===== config.mk =====
export PLATFORM = sky130hd
export DESIGN_NAME = rc_paddle_digitizer
export DESIGN_NICKNAME = d
export VERILOG_FILES = /design/src/sv/rcpd_pkg.sv /design/src/sv/rcpd_ctrl.sv /design/src/sv/rcpd_dp.sv /design/src/sv/rc_paddle_digitizer.sv
export SDC_FILE = /design/constraint.sdc
export NUM_CORES = 1
export LEC_CHECK = 0
export BUFFER_PORTS_ARGS = -buffer_cell sky130_fd_sc_hd__buf_2
export CAP_MARGIN = 20
export CORE_MARGIN = 1
export CORE_UTILIZATION = 38
export DETAILED_ROUTE_END_ITERATION = 10
export GPL_ROUTABILITY_DRIVEN = 0
export MAX_ROUTING_LAYER = met4
export PLACE_DENSITY_LB_ADDON = 0.08
export SLEW_MARGIN = 20
export SYNTH_ARGS = -nofsm -noshare
export SYNTH_HDL_FRONTEND = slang
export SYNTH_SLANG_ARGS = --single-unit

===== constraint.sdc =====
create_clock -name clock -period 4.28 [get_ports clock]
set_input_delay 0.856 -clock clock [delete_from_list [all_inputs] [get_ports clock]]
set_output_delay 0.856 -clock clock [all_outputs]
set_load 0.03 [all_outputs]

===== src/sv/rcpd_pkg.sv =====
// Shared types and constants of the RC paddle digitiser.
package rcpd_pkg;

   // Width of the charge-time tick counter
   localparam int COUNT_WIDTH = 16;
   localparam logic [COUNT_WIDTH-1:0] COUNT_MAX = {COUNT_WIDTH{1'b1}};
   // Compare width that holds both the counter and the 16-bit timeout
   localparam int CMP_W = ((COUNT_WIDTH > 16) ? COUNT_WIDTH : 16) + 1;
   localparam int STEP_W = $clog2(COUNT_WIDTH);

   localparam logic [7:0] POS_MAX = 8'd255;
   localparam logic [6:0] DISCONNECTED_MUL = 7'd127;

   // Configuration register indices
   localparam logic [1:0] CSR_DISCHARGE_TICKS = 2'd0;
   localparam logic [1:0] CSR_DIVIDER         = 2'd1;
   localparam logic [1:0] CSR_TIMEOUT_TICKS   = 2'd2;

   // Scan phases
   localparam logic [1:0] PH_DISCHARGE_0 = 2'd0;
   localparam logic [1:0] PH_COUNT_0     = 2'd1;
   localparam logic [1:0] PH_DISCHARGE_1 = 2'd2;
   localparam logic [1:0] PH_COUNT_1     = 2'd3;

   typedef struct packed {
      logic pot_level_0;
      logic pot_level_1;
      logic button_0_level;
      logic button_1_level;
   } req_type;

   typedef struct packed {
      logic       discharge_0;
      logic       discharge_1;
      logic       report_valid;
      logic [7:0] paddle_x;
      logic [7:0] paddle_y;
      logic [1:0] pressed_buttons;
      logic       changed;
   } rsp_type;

   // Controller to datapath
   typedef struct packed {
      logic accept;
      logic load_plain;
      logic div_start;
      logic div_step;
      logic div_next;
      logic load_report;
   } cmd_type;

   // Datapath to controller
   typedef struct packed {
      logic report_now;
      logic div_last;
      logic div_sel;
      logic rsp_valid;
   } status_type;

endpackage


===== src/sv/rcpd_ctrl.sv =====
// Controller state machine of the RC paddle digitiser.
module rcpd_ctrl (
   input  logic                clock,
   input  logic                reset,
   input  logic                req_valid,
   output logic                req_stall,
   input  logic                rsp_stall,
   input  rcpd_pkg::status_type status,
   output rcpd_pkg::cmd_type    cmd
);
   import rcpd_pkg::*;

   typedef enum logic [2:0] {
      ST_IDLE = 3'b001,
      ST_DIV  = 3'b010,
      ST_HOLD = 3'b100
   } ctrl_state_type;

   ctrl_state_type state_ff, state_in;
   logic           out_free;
   logic           accept;

   // Output register is free when empty or being taken this cycle
   assign out_free  = !status.rsp_valid || !rsp_stall;
   assign req_stall = !((state_ff == ST_IDLE) && out_free);
   assign accept    = req_valid && !req_stall;

   // Next state and commands
   always_comb begin
      state_in = state_ff;
      cmd      = '0;
      case (state_ff)
         ST_IDLE: begin
            if (accept) begin
               cmd.accept = 1'b1;
               if (status.report_now) begin
                  cmd.div_start = 1'b1;
                  state_in      = ST_DIV;
               end else begin
                  cmd.load_plain = 1'b1;
               end
            end
         end
         ST_DIV: begin
            cmd.div_step = 1'b1;
            if (status.div_last) begin
               if (!status.div_sel) begin
                  cmd.div_next = 1'b1;
               end else begin
                  state_in = ST_HOLD;
               end
            end
         end
         ST_HOLD: begin
            if (out_free) begin
               cmd.load_report = 1'b1;
               state_in        = ST_IDLE;
            end
         end
         default: begin
            state_in = ST_IDLE;
         end
      endcase
   end

   always_ff @(posedge clock) begin
      if (reset) begin
         state_ff <= ST_IDLE;
      end else begin
         state_ff <= state_in;
      end
   end

endmodule


===== src/sv/rcpd_dp.sv =====
// Datapath of the RC paddle digitiser: scan counters, shared divider, result register.
module rcpd_dp (
   input  logic                 clock,
   input  logic                 reset,
   input  logic                 csr_write_enable,
   input  logic [1:0]           csr_index,
   input  logic [15:0]          csr_write_data,
   input  rcpd_pkg::req_type    req_payload,
   input  logic                 rsp_stall,
   output rcpd_pkg::rsp_type    rsp_payload,
   output logic                 rsp_valid,
   input  rcpd_pkg::cmd_type    cmd,
   output rcpd_pkg::status_type status
);
   import rcpd_pkg::*;

   // Configuration
   logic [7:0]  discharge_ticks_ff;
   logic [7:0]  divider_ff;
   logic [15:0] timeout_ticks_ff;

   // Scan state
   logic [1:0]             scan_phase_ff, scan_phase_in;
   logic [COUNT_WIDTH-1:0] tick_count_ff, tick_count_in;
   logic [COUNT_WIDTH-1:0] paddle_count_ff [2];
   logic [COUNT_WIDTH-1:0] reported_count_ff [2];
   logic [1:0]             sampled_buttons_ff, sampled_buttons_in;
   logic [1:0]             reported_buttons_ff;
   logic                   pend_changed_ff;

   // Divider
   logic [COUNT_WIDTH-1:0] quo_ff, quo_in;
   logic [7:0]             rem_ff, rem_in;
   logic [STEP_W-1:0]      step_ff;
   logic                   sel_ff;
   logic [7:0]             pos_x_ff, pos_y_ff, pos_new;

   // Result register
   rsp_type rsp_ff;
   logic    rsp_valid_ff;

   // Step combinational terms
   logic [7:0]             len;
   logic [7:0]             div_eff;
   logic [15:0]            lim;
   logic [CMP_W-1:0]       next;
   logic [14:0]            disc_raw;
   logic [COUNT_WIDTH-1:0] disc_count;
   logic                   idx;
   logic                   done;
   logic [COUNT_WIDTH-1:0] count_new;
   logic                   report_now;
   logic [8:0]             trial;
   logic                   qbit;

   assign len     = (discharge_ticks_ff == 8'd0) ? 8'd1 : discharge_ticks_ff;
   assign div_eff = (divider_ff == 8'd0) ? 8'd1 : divider_ff;
   assign lim     = (timeout_ticks_ff == 16'd0) ? 16'd1 : timeout_ticks_ff;
   assign next    = CMP_W'(tick_count_ff) + CMP_W'(1);
   assign idx     = scan_phase_ff[1];

   // Disconnected count: 127 * divider as written, saturated to the counter range
   assign disc_raw   = {divider_ff, 7'd0} - {7'd0, divider_ff};
   assign disc_count = (CMP_W'(disc_raw) > CMP_W'(COUNT_MAX)) ? COUNT_MAX
                                                              : COUNT_WIDTH'(disc_raw);

   // Scan step for one tick
   always_comb begin
      scan_phase_in      = scan_phase_ff;
      tick_count_in      = tick_count_ff;
      sampled_buttons_in = sampled_buttons_ff;
      done               = 1'b0;
      count_new          = disc_count;
      if (!scan_phase_ff[0]) begin
         if ((scan_phase_ff == PH_DISCHARGE_0) && (tick_count_ff == '0)) begin
            sampled_buttons_in = {req_payload.button_1_level, req_payload.button_0_level};
         end
         if (next >= CMP_W'(len)) begin
            scan_phase_in = scan_phase_ff + 2'd1;
            tick_count_in = '0;
         end else begin
            tick_count_in = COUNT_WIDTH'(next);
         end
      end else begin
         if (idx ? req_payload.pot_level_1 : req_payload.pot_level_0) begin
            count_new = tick_count_ff;
            done      = 1'b1;
         end else if ((next >= CMP_W'(lim)) || (next >= CMP_W'(COUNT_MAX))) begin
            count_new = disc_count;
            done      = 1'b1;
         end else begin
            tick_count_in = COUNT_WIDTH'(next);
         end
         if (done) begin
            tick_count_in = '0;
            scan_phase_in = idx ? PH_DISCHARGE_0 : PH_DISCHARGE_1;
         end
      end
   end

   assign report_now = (scan_phase_ff == PH_COUNT_1) && done;

   // One restoring division step
   assign trial = {rem_ff, quo_ff[COUNT_WIDTH-1]};
   assign qbit  = (trial >= {1'b0, div_eff});
   assign rem_in = qbit ? 8'(trial - {1'b0, div_eff}) : trial[7:0];
   assign quo_in = {quo_ff[COUNT_WIDTH-2:0], qbit};
   // Clip to the position range and invert
   assign pos_new = (quo_in > COUNT_WIDTH'(POS_MAX)) ? 8'd0 : ~quo_in[7:0];

   // Configuration writes
   always_ff @(posedge clock) begin
      if (reset) begin
         discharge_ticks_ff <= 8'd10;
         divider_ff         <= 8'd25;
         timeout_ticks_ff   <= 16'hFFFF;
      end else if (csr_write_enable) begin
         case (csr_index)
            CSR_DISCHARGE_TICKS: discharge_ticks_ff <= csr_write_data[7:0];
            CSR_DIVIDER:         divider_ff         <= csr_write_data[7:0];
            CSR_TIMEOUT_TICKS:   timeout_ticks_ff   <= csr_write_data;
            default: begin
            end
         endcase
      end
   end

   // Advance the scan on each accepted tick
   always_ff @(posedge clock) begin
      if (reset) begin
         scan_phase_ff        <= PH_DISCHARGE_0;
         tick_count_ff        <= '0;
         paddle_count_ff[0]   <= '0;
         paddle_count_ff[1]   <= '0;
         reported_count_ff[0] <= '0;
         reported_count_ff[1] <= '0;
         sampled_buttons_ff   <= 2'b00;
         reported_buttons_ff  <= 2'b00;
      end else if (cmd.accept) begin
         scan_phase_ff      <= scan_phase_in;
         tick_count_ff      <= tick_count_in;
         sampled_buttons_ff <= sampled_buttons_in;
         if (done) begin
            paddle_count_ff[idx] <= count_new;
         end
         if (report_now) begin
            reported_count_ff[0] <= paddle_count_ff[0];
            reported_count_ff[1] <= count_new;
            reported_buttons_ff  <= sampled_buttons_ff;
         end
      end
   end

   // Capture the change flag against the previous report
   always_ff @(posedge clock) begin
      if (cmd.accept && report_now) begin
         pend_changed_ff <= (sampled_buttons_ff != reported_buttons_ff) ||
                            (paddle_count_ff[0] != reported_count_ff[0]) ||
                            (count_new != reported_count_ff[1]);
      end
   end

   // Shared divider: first paddle, then second paddle
   always_ff @(posedge clock) begin
      if (cmd.div_start || cmd.div_next) begin
         quo_ff  <= cmd.div_next ? paddle_count_ff[1] : paddle_count_ff[0];
         rem_ff  <= 8'd0;
         step_ff <= '0;
         sel_ff  <= cmd.div_next;
      end else if (cmd.div_step) begin
         quo_ff  <= quo_in;
         rem_ff  <= rem_in;
         step_ff <= step_ff + STEP_W'(1);
      end
      if (cmd.div_step && status.div_last) begin
         if (sel_ff) begin
            pos_y_ff <= pos_new;
         end else begin
            pos_x_ff <= pos_new;
         end
      end
   end

   // Result register
   always_ff @(posedge clock) begin
      if (cmd.load_plain) begin
         rsp_ff <= '{discharge_0:     !scan_phase_ff[0] && !idx,
                     discharge_1:     !scan_phase_ff[0] && idx,
                     report_valid:    1'b0,
                     paddle_x:        8'd0,
                     paddle_y:        8'd0,
                     pressed_buttons: 2'b00,
                     changed:         1'b0};
      end else if (cmd.load_report) begin
         rsp_ff <= '{discharge_0:     1'b0,
                     discharge_1:     1'b0,
                     report_valid:    1'b1,
                     paddle_x:        pos_x_ff,
                     paddle_y:        pos_y_ff,
                     pressed_buttons: ~reported_buttons_ff,
                     changed:         pend_changed_ff};
      end
   end

   // Hold the beat until it is taken
   always_ff @(posedge clock) begin
      if (reset) begin
         rsp_valid_ff <= 1'b0;
      end else if (cmd.load_plain || cmd.load_report) begin
         rsp_valid_ff <= 1'b1;
      end else if (!rsp_stall) begin
         rsp_valid_ff <= 1'b0;
      end
   end

   assign rsp_payload       = rsp_ff;
   assign rsp_valid         = rsp_valid_ff;
   assign status.report_now = report_now;
   assign status.div_last   = (step_ff == STEP_W'(COUNT_WIDTH - 1));
   assign status.div_sel    = sel_ff;
   assign status.rsp_valid  = rsp_valid_ff;

endmodule


===== src/sv/rc_paddle_digitizer.sv =====
// Top level of the RC paddle digitiser.
// Each accepted req beat is one timer tick and yields exactly one rsp beat. A scan discharges
// and times the first paddle pot, then the second; the tick that ends the second count carries
// the report (positions, pressed buttons, change flag). A new tick is taken each cycle while
// the rsp side keeps up and no report is being divided; the report tick is held by the single
// shared restoring divider, which spends one cycle per quotient bit on each paddle in turn.
// Configuration is written through csr_write_enable/csr_index/csr_write_data while no tick is
// in flight; a write to index 3 is ignored.
module rc_paddle_digitizer (
   input  logic              clock,
   input  logic              reset,
   input  logic              csr_write_enable,
   input  logic [1:0]        csr_index,
   input  logic [15:0]       csr_write_data,
   input  logic              req_valid,
   output logic              req_stall,
   input  rcpd_pkg::req_type req_payload,
   output logic              rsp_valid,
   input  logic              rsp_stall,
   output rcpd_pkg::rsp_type rsp_payload
);
   import rcpd_pkg::*;

   cmd_type    cmd;
   status_type status;

   rcpd_ctrl u_ctrl (
      .clock     (clock),
      .reset     (reset),
      .req_valid (req_valid),
      .req_stall (req_stall),
      .rsp_stall (rsp_stall),
      .status    (status),
      .cmd       (cmd)
   );

   rcpd_dp u_dp (
      .clock            (clock),
      .reset            (reset),
      .csr_write_enable (csr_write_enable),
      .csr_index        (csr_index),
      .csr_write_data   (csr_write_data),
      .req_payload      (req_payload),
      .rsp_stall        (rsp_stall),
      .rsp_payload      (rsp_payload),
      .rsp_valid        (rsp_valid),
      .cmd              (cmd),
      .status           (status)
   );

endmodule


After elaboration in Yosys (flattened, before gate mapping)
Memories as Yosys holds them, arrays and structs flattened. Index checks and enable logic that the tools add are counted.

Memories kept: 2. Output and inout port bits: 24. RAM bits: 64. Bits in registers: 126.

Add/subtract/negate cells: 5. Bitwise operators: 6. $lt $le $gt $ge: 5. Mux-type cells: 57. Reduce and logical (&&, ||, !) cells: 39. Eq/ne operators: 19.

Memories: u_dp.paddle_count_ff (words 2, width 16, read ports 2, clocked after memory_dff 0, wr ports 2, RTL line rcpd_dp.sv:25) `logic [COUNT_WIDTH-1:0] paddle_count_ff [2];`; u_dp.reported_count_ff (words 2, width 16, read ports 2, clocked after memory_dff 0, wr ports 2, RTL line rcpd_dp.sv:26) `logic [COUNT_WIDTH-1:0] reported_count_ff [2];`.

Operator list (number): $mux W16 (14); $mux W22 (2); $logic_not A16 Y1 (2); $mux W8 (4); $ne A16 B16 Y1 (2); $mux W1 (24); $mux W3 (7); $add A16 B1 Y17 const B (1); $ge A17 B16 Y1 (1); $ge A17 B16 Y1 const B (1); $ge A17 B8 Y1 (1); $gt A16 B8 Y1 const B (1); $logic_not A8 Y1 (2); $reduce_or A16 Y1 (1); $sub A15 B8 Y15 (1); $ne A2 B1 Y1 const B (6); $reduce_and A2 Y1 (6); $mux W2 (5); $ge A9 B8 Y1 (1); $pmux W3 S3 (1); $reduce_and A3 Y1 (3); $logic_and A1 B1 Y1 (8); $not A8 Y8 (1); $sub A8 B8 Y8 (1); other kinds (19) (35).

Depth between registers and ports, before layout
Gate-level depths: netlist (run 1).

Word-level depth: 17. Depth in mapped cells: 17.

By module
A second synthesis (run 1) with hierarchy kept.

Cell total of the unflattened synthesis: 995. Area total of the unflattened synthesis: 9779.4 um^2.

Modules (own cells, without submodules): rcpd_dp (cells an instance 970, times used 1, area each 9567.9 um^2, sequential area each 4744.6 um^2); rcpd_ctrl (cells an instance 25, times used 1, area each 211.5 um^2, sequential area each 60.1 um^2).

Worst setup path after synthesis (run 1)
OpenSTA, ideal clock, no wires.

Path type: register -> register. From: register u_dp.tick_count_ff[12]. To: memory u_dp.paddle_count_ff[1][0] (enable). Slack: -0.072 ns. Required time: 3.866 ns. Setup time: 0.414 ns. Stages on the path, launching flop included: 14. Buffers on the path: 1. Arrival time: 3.938 ns. Clock period less this slack: 4.352 ns. Path through: dfxtp_1 clkbuf_1 nand4_1 or4_1 and2_1 nand2b_1 ha_1 nand3_1 or2_2 o21ai_0 o21bai_1 a211o_1 o21ai_2 o21ai_0.

RTL lines: start, declared (RTL line rcpd_dp.sv:24) `logic [COUNT_WIDTH-1:0] tick_count_ff, tick_count_in;`; start signal, assigned (RTL line rcpd_dp.sv:141) `tick_count_ff <= tick_count_in;`; end, declared (RTL line rcpd_dp.sv:25).

Final worst setup path (run 1)
From: register u_dp.tick_count_ff[1]. To: register u_dp.sel_ff (enable).

Cells in the longest elaborated chain, start to end: 12. Elaborated cells between the ends (all ways): 13.

RTL lines: $add A16 B1 Y17 (*) (RTL line rcpd_dp.sv:59) `assign next = CMP_W'(tick_count_ff) + CMP_W'(1);`; $ge A17 B16 Y1 (RTL line rcpd_dp.sv:88) `end else if ((next >= CMP_W'(lim)) || (next >= CMP_W'(COUNT_MAX))) begin`; $logic_or A1 B1 Y1 (*) (RTL line rcpd_dp.sv:88); $mux W1 (*) (RTL line rcpd_dp.sv:88); $mux W1 (*) (RTL line rcpd_dp.sv:85) `if (idx ? req_payload.pot_level_1 : req_payload.pot_level_0) begin`; $mux W1 (*) (2 in series) (RTL line rcpd_dp.sv:74) `if (!scan_phase_ff[0]) begin`; $logic_and A1 B1 Y1 (*) (RTL line rcpd_dp.sv:101) `assign report_now = (scan_phase_ff == PH_COUNT_1) && done;`; $mux W1 (*) (RTL line rcpd_ctrl.sv:36) `if (status.report_now) begin`; $mux W3 (*) (RTL line rcpd_ctrl.sv:34) `if (accept) begin`; $mux W3 (*) (RTL line rcpd_ctrl.sv:32) `case (state_ff)`; $logic_or A1 B1 Y1 (*) (RTL line rcpd_dp.sv:165) `if (cmd.div_start || cmd.div_next) begin`; end signal, assigned (RTL line rcpd_dp.sv:169) `sel_ff <= cmd.div_next;`; end, declared (RTL line rcpd_dp.sv:35) `logic sel_ff;`.

Mark *: on every way between the ends. The rest lies on a longest branch, timed or not. The select of a mux whose other input is x is not followed. A chain may end at the register's enable or synchronous reset.

==> results of run 1 <==
==> registers in the layout, indices dropped and copies added (netlist names) <==
name,count
u_dp.pos_x_ff,8
u_dp.step_ff,4
u_dp.rsp_payload,22
u_dp.sampled_buttons_ff,2
u_dp.pend_changed_ff,1
u_dp.timeout_ticks_ff,16
u_dp.quo_ff,16
u_dp.rsp_valid,1
u_dp.rem_ff,8
u_dp.scan_phase_ff,2
u_dp.pos_y_ff,8
u_dp.discharge_ticks_ff,8
u_dp.paddle_count_ff,32
u_dp.divider_ff,8
u_dp.reported_count_ff,32
u_dp.tick_count_ff,16
u_dp.sel_ff,1
u_ctrl.state_ff,3
u_dp.reported_buttons_ff,2
==> metrics by stage <==
step / setup slack [ns] / std cells / hold WS (ns) / instance area [sq um]
final: 0.214 / 1443 / 0.452 / 11500
after global routing: 0.0306 / 1443 / 0.475 / 11500
after CTS: 0.0193 / 1440 / 0.455 / 11400
after detailed placement: 0.0463 / 1408 / 0.444 / 10800
after global placement: 0.115 / 1408 / 0.440 / 10800
after floorplan: 0.196 / 1027 / 0.455 / 9890
==> timing repair <==
action,CTS,global route
endpoints found under the hold margin,0,0
buffers inserted,0,3
setup endpoints to repair,0,49
==> worst paths after layout <==
path,from,end,cells past startpoint
setup / recovery,u_dp.tick_count_ff[1],u_dp.sel_ff,17
hold / removal,u_dp.rsp_payload[13],u_dp.rsp_payload[13],2
setup reg to reg,u_dp.tick_count_ff[1],u_dp.sel_ff,17
hold reg to reg,u_dp.rsp_payload[13],u_dp.rsp_payload[13],2
==> kinds of logic after synthesis <==
| logic type | Yosys count |
|---|---|
| buffers and inverters | 108 |
| AO/OA/AOI/OAI | 191 |
| AND/OR/NAND/NOR | 406 |
| multiplexers | 23 |
| flip-flops | 190 |
| XOR/XNOR | 67 |
| adder cells (fa/ha/maj) | 42 |
==> metal layers <==
layer / share of wire [%] / global-route usage, %
met1: 45 / 24.5
met2: 50 / 34.5
met3: 3.0 / 3.00
met4: 1.7 / 5.90
met5: 0 / -
==> cell usage after synthesis (7+ instances only) <==
cell type and instances:
mux2i_1 22, edfxtp_1 100, nor3_1 21, o21ai_0 35
nand2b_1 13, o21ai_1 8, nor2b_1 10, dfxtp_1 90
inv_1 44, nor3b_1 14, and2_1 20, clkbuf_1 38
nand4_1 18, ha_1 41, nand3_1 26, a31oi_1 7
a211oi_1 8, nand2_1 99, nor2_1 126, a211o_1 18
xor2_1 21, a21oi_1 63, buf_2 12, nor4_1 18
a221o_1 11, xnor2_1 46
==> area by class of cell <==
| type | instances | area (sq um) |
|---|---|---|
| Multi-Input combinational cell | 729 | 4640 |
| Clock inverter | 15 | 174 |
| Clock buffer | 17 | 425 |
| Inverter | 46 | 173 |
| Fill cell | 2451 | 13900 |
| Tap cell | 330 | 413 |
| Sequential cell | 190 | 4800 |
| Timing Repair Buffer | 116 | 821 |
==> worst min-delay path: stages, from the launching register on <==
cell     delay, ns
dfxtp_1       0.31
nand2_1       0.05
a21oi_1       0.05
==> where the power goes <==
group,switching (mW),internal [mW]
clock network,0.780,0.835
logic,0.174,0.109
registers,0.0294,1.95
total,0.983,2.89
==> metrics, run 1 <==
fraction of layout cells with a size suffix above 1 between 10% and 20%; Primary FF master, synth edfxtp_1; max_cap viols 0; Req. time, crit path 4.47 ns; Setup TNS 0 ns; unrepaired setup endpoints after global routing false; # IOs ~50; critical-path cell list buf_4 -> nand2_1 -> nor4_1 -> buf_4 -> xnor2_1 -> ha_1 -> nand2_1 -> o21ai_0 -> a2111oi_0 -> o21bai_1 -> a211oi_1 -> buf_4 -> a211oi_4 -> buf_4 -> buf_4 -> buf_4 -> or2_2; Final Hold Vio Count 0; Iter 0 DRT Violations 391; wire length per cell ~17 microns; area growth from synthesis to layout 15.8%; Nets between 1000 and 1500; Worst R2R Setup Slack 0.21 ns; antenna violations before repair 0; WP data arrival 4.25 ns; synth top area cells edfxtp_1, dfxtp_1, ha_1; hold crit path type flop to flop; Final setup viols 0; Ys Warns 0; maximum VDD drop 0.000194 V; Crit. End Element flop; Final min period a little over 4 ns; Num CTS Buffers 17; clock insertion delay at the later pin of the skew report around 0.44 ns; CTS tree yes; Crit path max-delay family buffers and inverters; syn avg cell area slightly below 10 sq um; post-CTS sizing 0; input/output buffers 50; cell accounting for the most synthesized area edfxtp_1; most used cell, CP buf_4; ANT cells 0; share of the synthesized area in the top cell type around 30%; DRC 0; Slew @ Worst Pin approximately 1.0 ns; H-Tree Depth 4; Die Y-Extent about 160 microns; crit start category flop; DP HPWL roughly 19 mm; synthesized cell area about 0.01 sq mm; GR Overflow Total 0; Worst path max stage delay 0.40 ns; first-pass GRT wire length 39.5 mm; Post-Syn Instances 1027; Initial Util 39.1%; fin util approximately 45%; Seq/Total Area, Yosys slightly below 50%; full die area 0.0267 sq mm; Achievable Freq roughly 0.25 GHz; antenna-violating nets left 0; number of synthesized register bits 190; root buf cell clkbuf_16; Sink Count between 150 and 200; core area between 0.02 and 0.03 sq mm; vias in the first global route slightly above 7000; Cell Pwr Density ~340 mW/mm^2; status finished clean; CP Max Fanout 7; Syn Nets ~1100; Clock Tree Buf Depth 2; Buf/Inv on CP 6; Simple-Gate Fraction of Synth Area about a fifth; leakage power total 4.56 nW; kind of critical path flop to flop; Vias/cell around 5.2; most frequent cells in the layout nor2_1, edfxtp_1, nand2_1; Slowest-stage cell, CP nor4_1; Tcrit/Tclk final between 90% and 100%; first drt pass iteration count 5; Async SR Flop Fraction 0%; post-synthesis adder-cell area fraction ~5.4%; Total GRT Usage around a fifth; CTS Hold Bufs 0; cell row count 58; final wirelength approximately 25 mm; main combinational cell family by area after synthesis simple AND/OR/NAND/NOR gates; vias between 7000 and 8000; Die Span X between 150 and 200 microns; largest net degree at the start of global routing 45; Clock Pin Slew Worst Setup and Hold Paths approximately 0.080 ns; max-slew violations 0; most common cell after layout, fill and taps aside nor2_1; final total power 3.87 mW; complex-gate fraction of the synthesized area about an eighth; XOR/XNOR Fraction of Synth Area under 10%; Clock Skews 0.0178 ns; synth unique cells 72; multiplexer share of the synthesized area between 2 and 2.5%; Worst slew margin about a third; Post-synth EDFFs 100
Power figures use the tool's default switching activity.
==> inputs of run 2 (changes only) <==
--- a/config.mk
+++ b/config.mk
@@ -9,6 +9,7 @@
 export CAP_MARGIN = 20
 export CORE_MARGIN = 1
 export CORE_UTILIZATION = 38
+export CTS_BUF_LIST = sky130_fd_sc_hd__clkbuf_8
 export DETAILED_ROUTE_END_ITERATION = 10
 export GPL_ROUTABILITY_DRIVEN = 0
 export MAX_ROUTING_LAYER = met4
==> run 2 against run 1 <==
Net effect:
- flip-flop and latch count unchanged
- critical endpoint unchanged
- wire length about the same
- critical path depth unchanged
- largest power group unchanged
- cell count unchanged
==> metrics, run 2 (synthesis results as in run 1) <==
Clock Skews 0.0239 ns (+0.00613 ns); Initial Util 39.1% (unchanged); antenna violations before repair 0 (unchanged); crit start category flop; ANT cells 0 (unchanged); final wirelength 25.1 mm (about the same); CP Max Fanout 6 (-1); Combinational Power Share 8.1% (+0.8 points); Die Y-Extent 163 microns (unchanged); H-Tree Depth 4 (unchanged); vias 7439 (-0.067%); Tcrit/Tclk final 95.3% (+0.27 points); DP HPWL 19.1 mm (unchanged); max-slew violations 0 (unchanged); Final min period 4.08 ns (+0.0117 ns); Final Hold Vio Count 0 (unchanged); Vias/cell 5.16 (about the same); Setup TNS 0 ns (unchanged); footprint of the multi-input gates 0.00464 sq mm (unchanged); wire length per cell 17.4 microns (about the same); Iter 0 DRT Violations 401 (+2.6%); Clock Tree Buf Depth 2 (unchanged); clock insertion delay at the later pin of the skew report 0.48 ns (+0.04 ns); hold crit path type flop to flop; Post-DP Area 0.0108 sq mm (unchanged); Req. time, crit path 4.51 ns (+0.04 ns); kind of critical path flop to flop; Achievable Freq 0.245 GHz (-0.29%); Final setup viols 0 (unchanged); maximum VDD drop 0.000172 V (-11%); final total power 3.48 mW (-10%); fraction of layout cells with a size suffix above 1 15.2% (unchanged); Clock power frac 35.1% (-6.6 points); antenna-violating nets left 0 (unchanged); Slew @ Worst Pin 1.02 ns (+0.000281 ns); input/output buffers 50 (unchanged); internal power 2.55 mW (-12%); final-layout fill cell count 2468 (+0.69%); # IOs 51 (unchanged); Sink Count 190 (unchanged); Num CTS Buffers 17 (unchanged); GR Overflow Total 0 (unchanged); core area 0.0253 sq mm (unchanged); CTS Hold Bufs 0 (unchanged); first drt pass iteration count 5 (unchanged); DRC 0 (unchanged); register area 0.00480 sq mm (unchanged); Worst slew margin 31.9% (about the same); Die Span X 163 microns (unchanged); power share of the sequential group 56.7% (+5.7 points); WP data arrival 4.31 ns (+0.06 ns); vias in the first global route 7044 (-0.41%); largest net degree at the start of global routing 45 (unchanged); Crit. End Element flop; max_cap viols 0 (unchanged); Nets 1169 (unchanged); switching power 936 uW (-4.8%); Clock Pin Slew Worst Setup and Hold Paths 0.11 ns (+0.03 ns); full die area 0.0267 sq mm (unchanged); Cell Pwr Density 309 mW/mm^2 (-8.6%); final instance area 0.0113 sq mm (-1.7%); area growth from synthesis to layout 13.8%; most frequent cells in the layout nor2_1, edfxtp_1, nand2_1; Worst R2R Setup Slack 0.20 ns (about the same); leakage power total 4.47 nW (-1.9%); first-pass GRT wire length 39.4 mm (-0.19%); most common cell after layout, fill and taps aside nor2_1; unrepaired setup endpoints after global routing false; cell row count 58 (unchanged); Net Sw Frac 26.9% (+1.5 points); Total GRT Usage 20.2% (about the same); root buf cell clkbuf_8; status finished clean; CTS tree yes
==> run 2: cell counts in the layout (fill, tap and decap cells not counted) <==
Identical to the previous run, type by type.
==> run 2: critical path: stages (launching register included) <==
cell	delay [ns]
dfxtp_1	0.35
ha_1	0.24
nand3_4	0.13
nor4_1	0.34
xnor2_1	0.19
clkinv_1	0.15
ha_1	0.33
nand2_1	0.09
o21ai_0	0.10
a2111oi_0	0.39
o21bai_1	0.17
a211oi_1	0.30
buf_4	0.19
a211oi_4	0.05
buf_4	0.18
buf_4	0.17
buf_4	0.15
or2_2	0.34
==> run 2: power by group through the flow <==
stage	registers (mW)	logic, mW	clock network [mW]
6_report	1.98	0.283	1.22
5_1_grt	1.98	0.314	1.33
4_1_cts	1.98	0.288	1.27
3_5_place_dp	2.02	0.287	0
3_3_place_gp	2.02	0.287	0
2_1_floorplan	2.01	0.180	0
==> run 2: what timing repair did <==
item | in CTS | in global routing
resized for setup | 0 | 0
setup endpoints to repair | 0 | 50
setup buffers | 0 | 3
==> run 2: cell type report <==
type / count / area share, %
clock buffer: 17 / 2.08
sequential: 190 / 42.7
clock inverter: 15 / 1.54
multi-input combinational: 729 / 41.2
tap: 330 / 3.67
timing repair buffer: 116 / 7.29
inverter: 46 / 1.53
==> run 2: metrics by stage <==
step	hold slack, ns	setup WS, ns	cells	utilization, %
6_report	0.456	0.202	1443	44.5
5_1_grt	0.481	0.0316	1443	44.5
4_1_cts	0.460	0.0174	1440	44.4
3_5_place_dp	0.444	0.0463	1408	42.8
3_3_place_gp	0.440	0.115	1408	42.8
2_1_floorplan	0.455	0.196	1027	-
==> run 2: per-layer routing <==
metal	vias up	global-route usage (%)	wire length, microns
met3	22	3.22	704
met4	0	5.69	425
li1	3785	-	-
met1	3517	24.3	11400
met2	115	34.6	12600
met5	-	-	0
==> run 2: worst paths after layout <==
path | start | cells past startpoint | endpoint
max | u_dp.tick_count_ff[0] | 17 | u_dp.sel_ff
min | u_dp.rsp_payload[13] | 2 | u_dp.rsp_payload[13]
max reg2reg | u_dp.tick_count_ff[0] | 17 | u_dp.sel_ff
min reg2reg | u_dp.rsp_payload[13] | 2 | u_dp.rsp_payload[13]
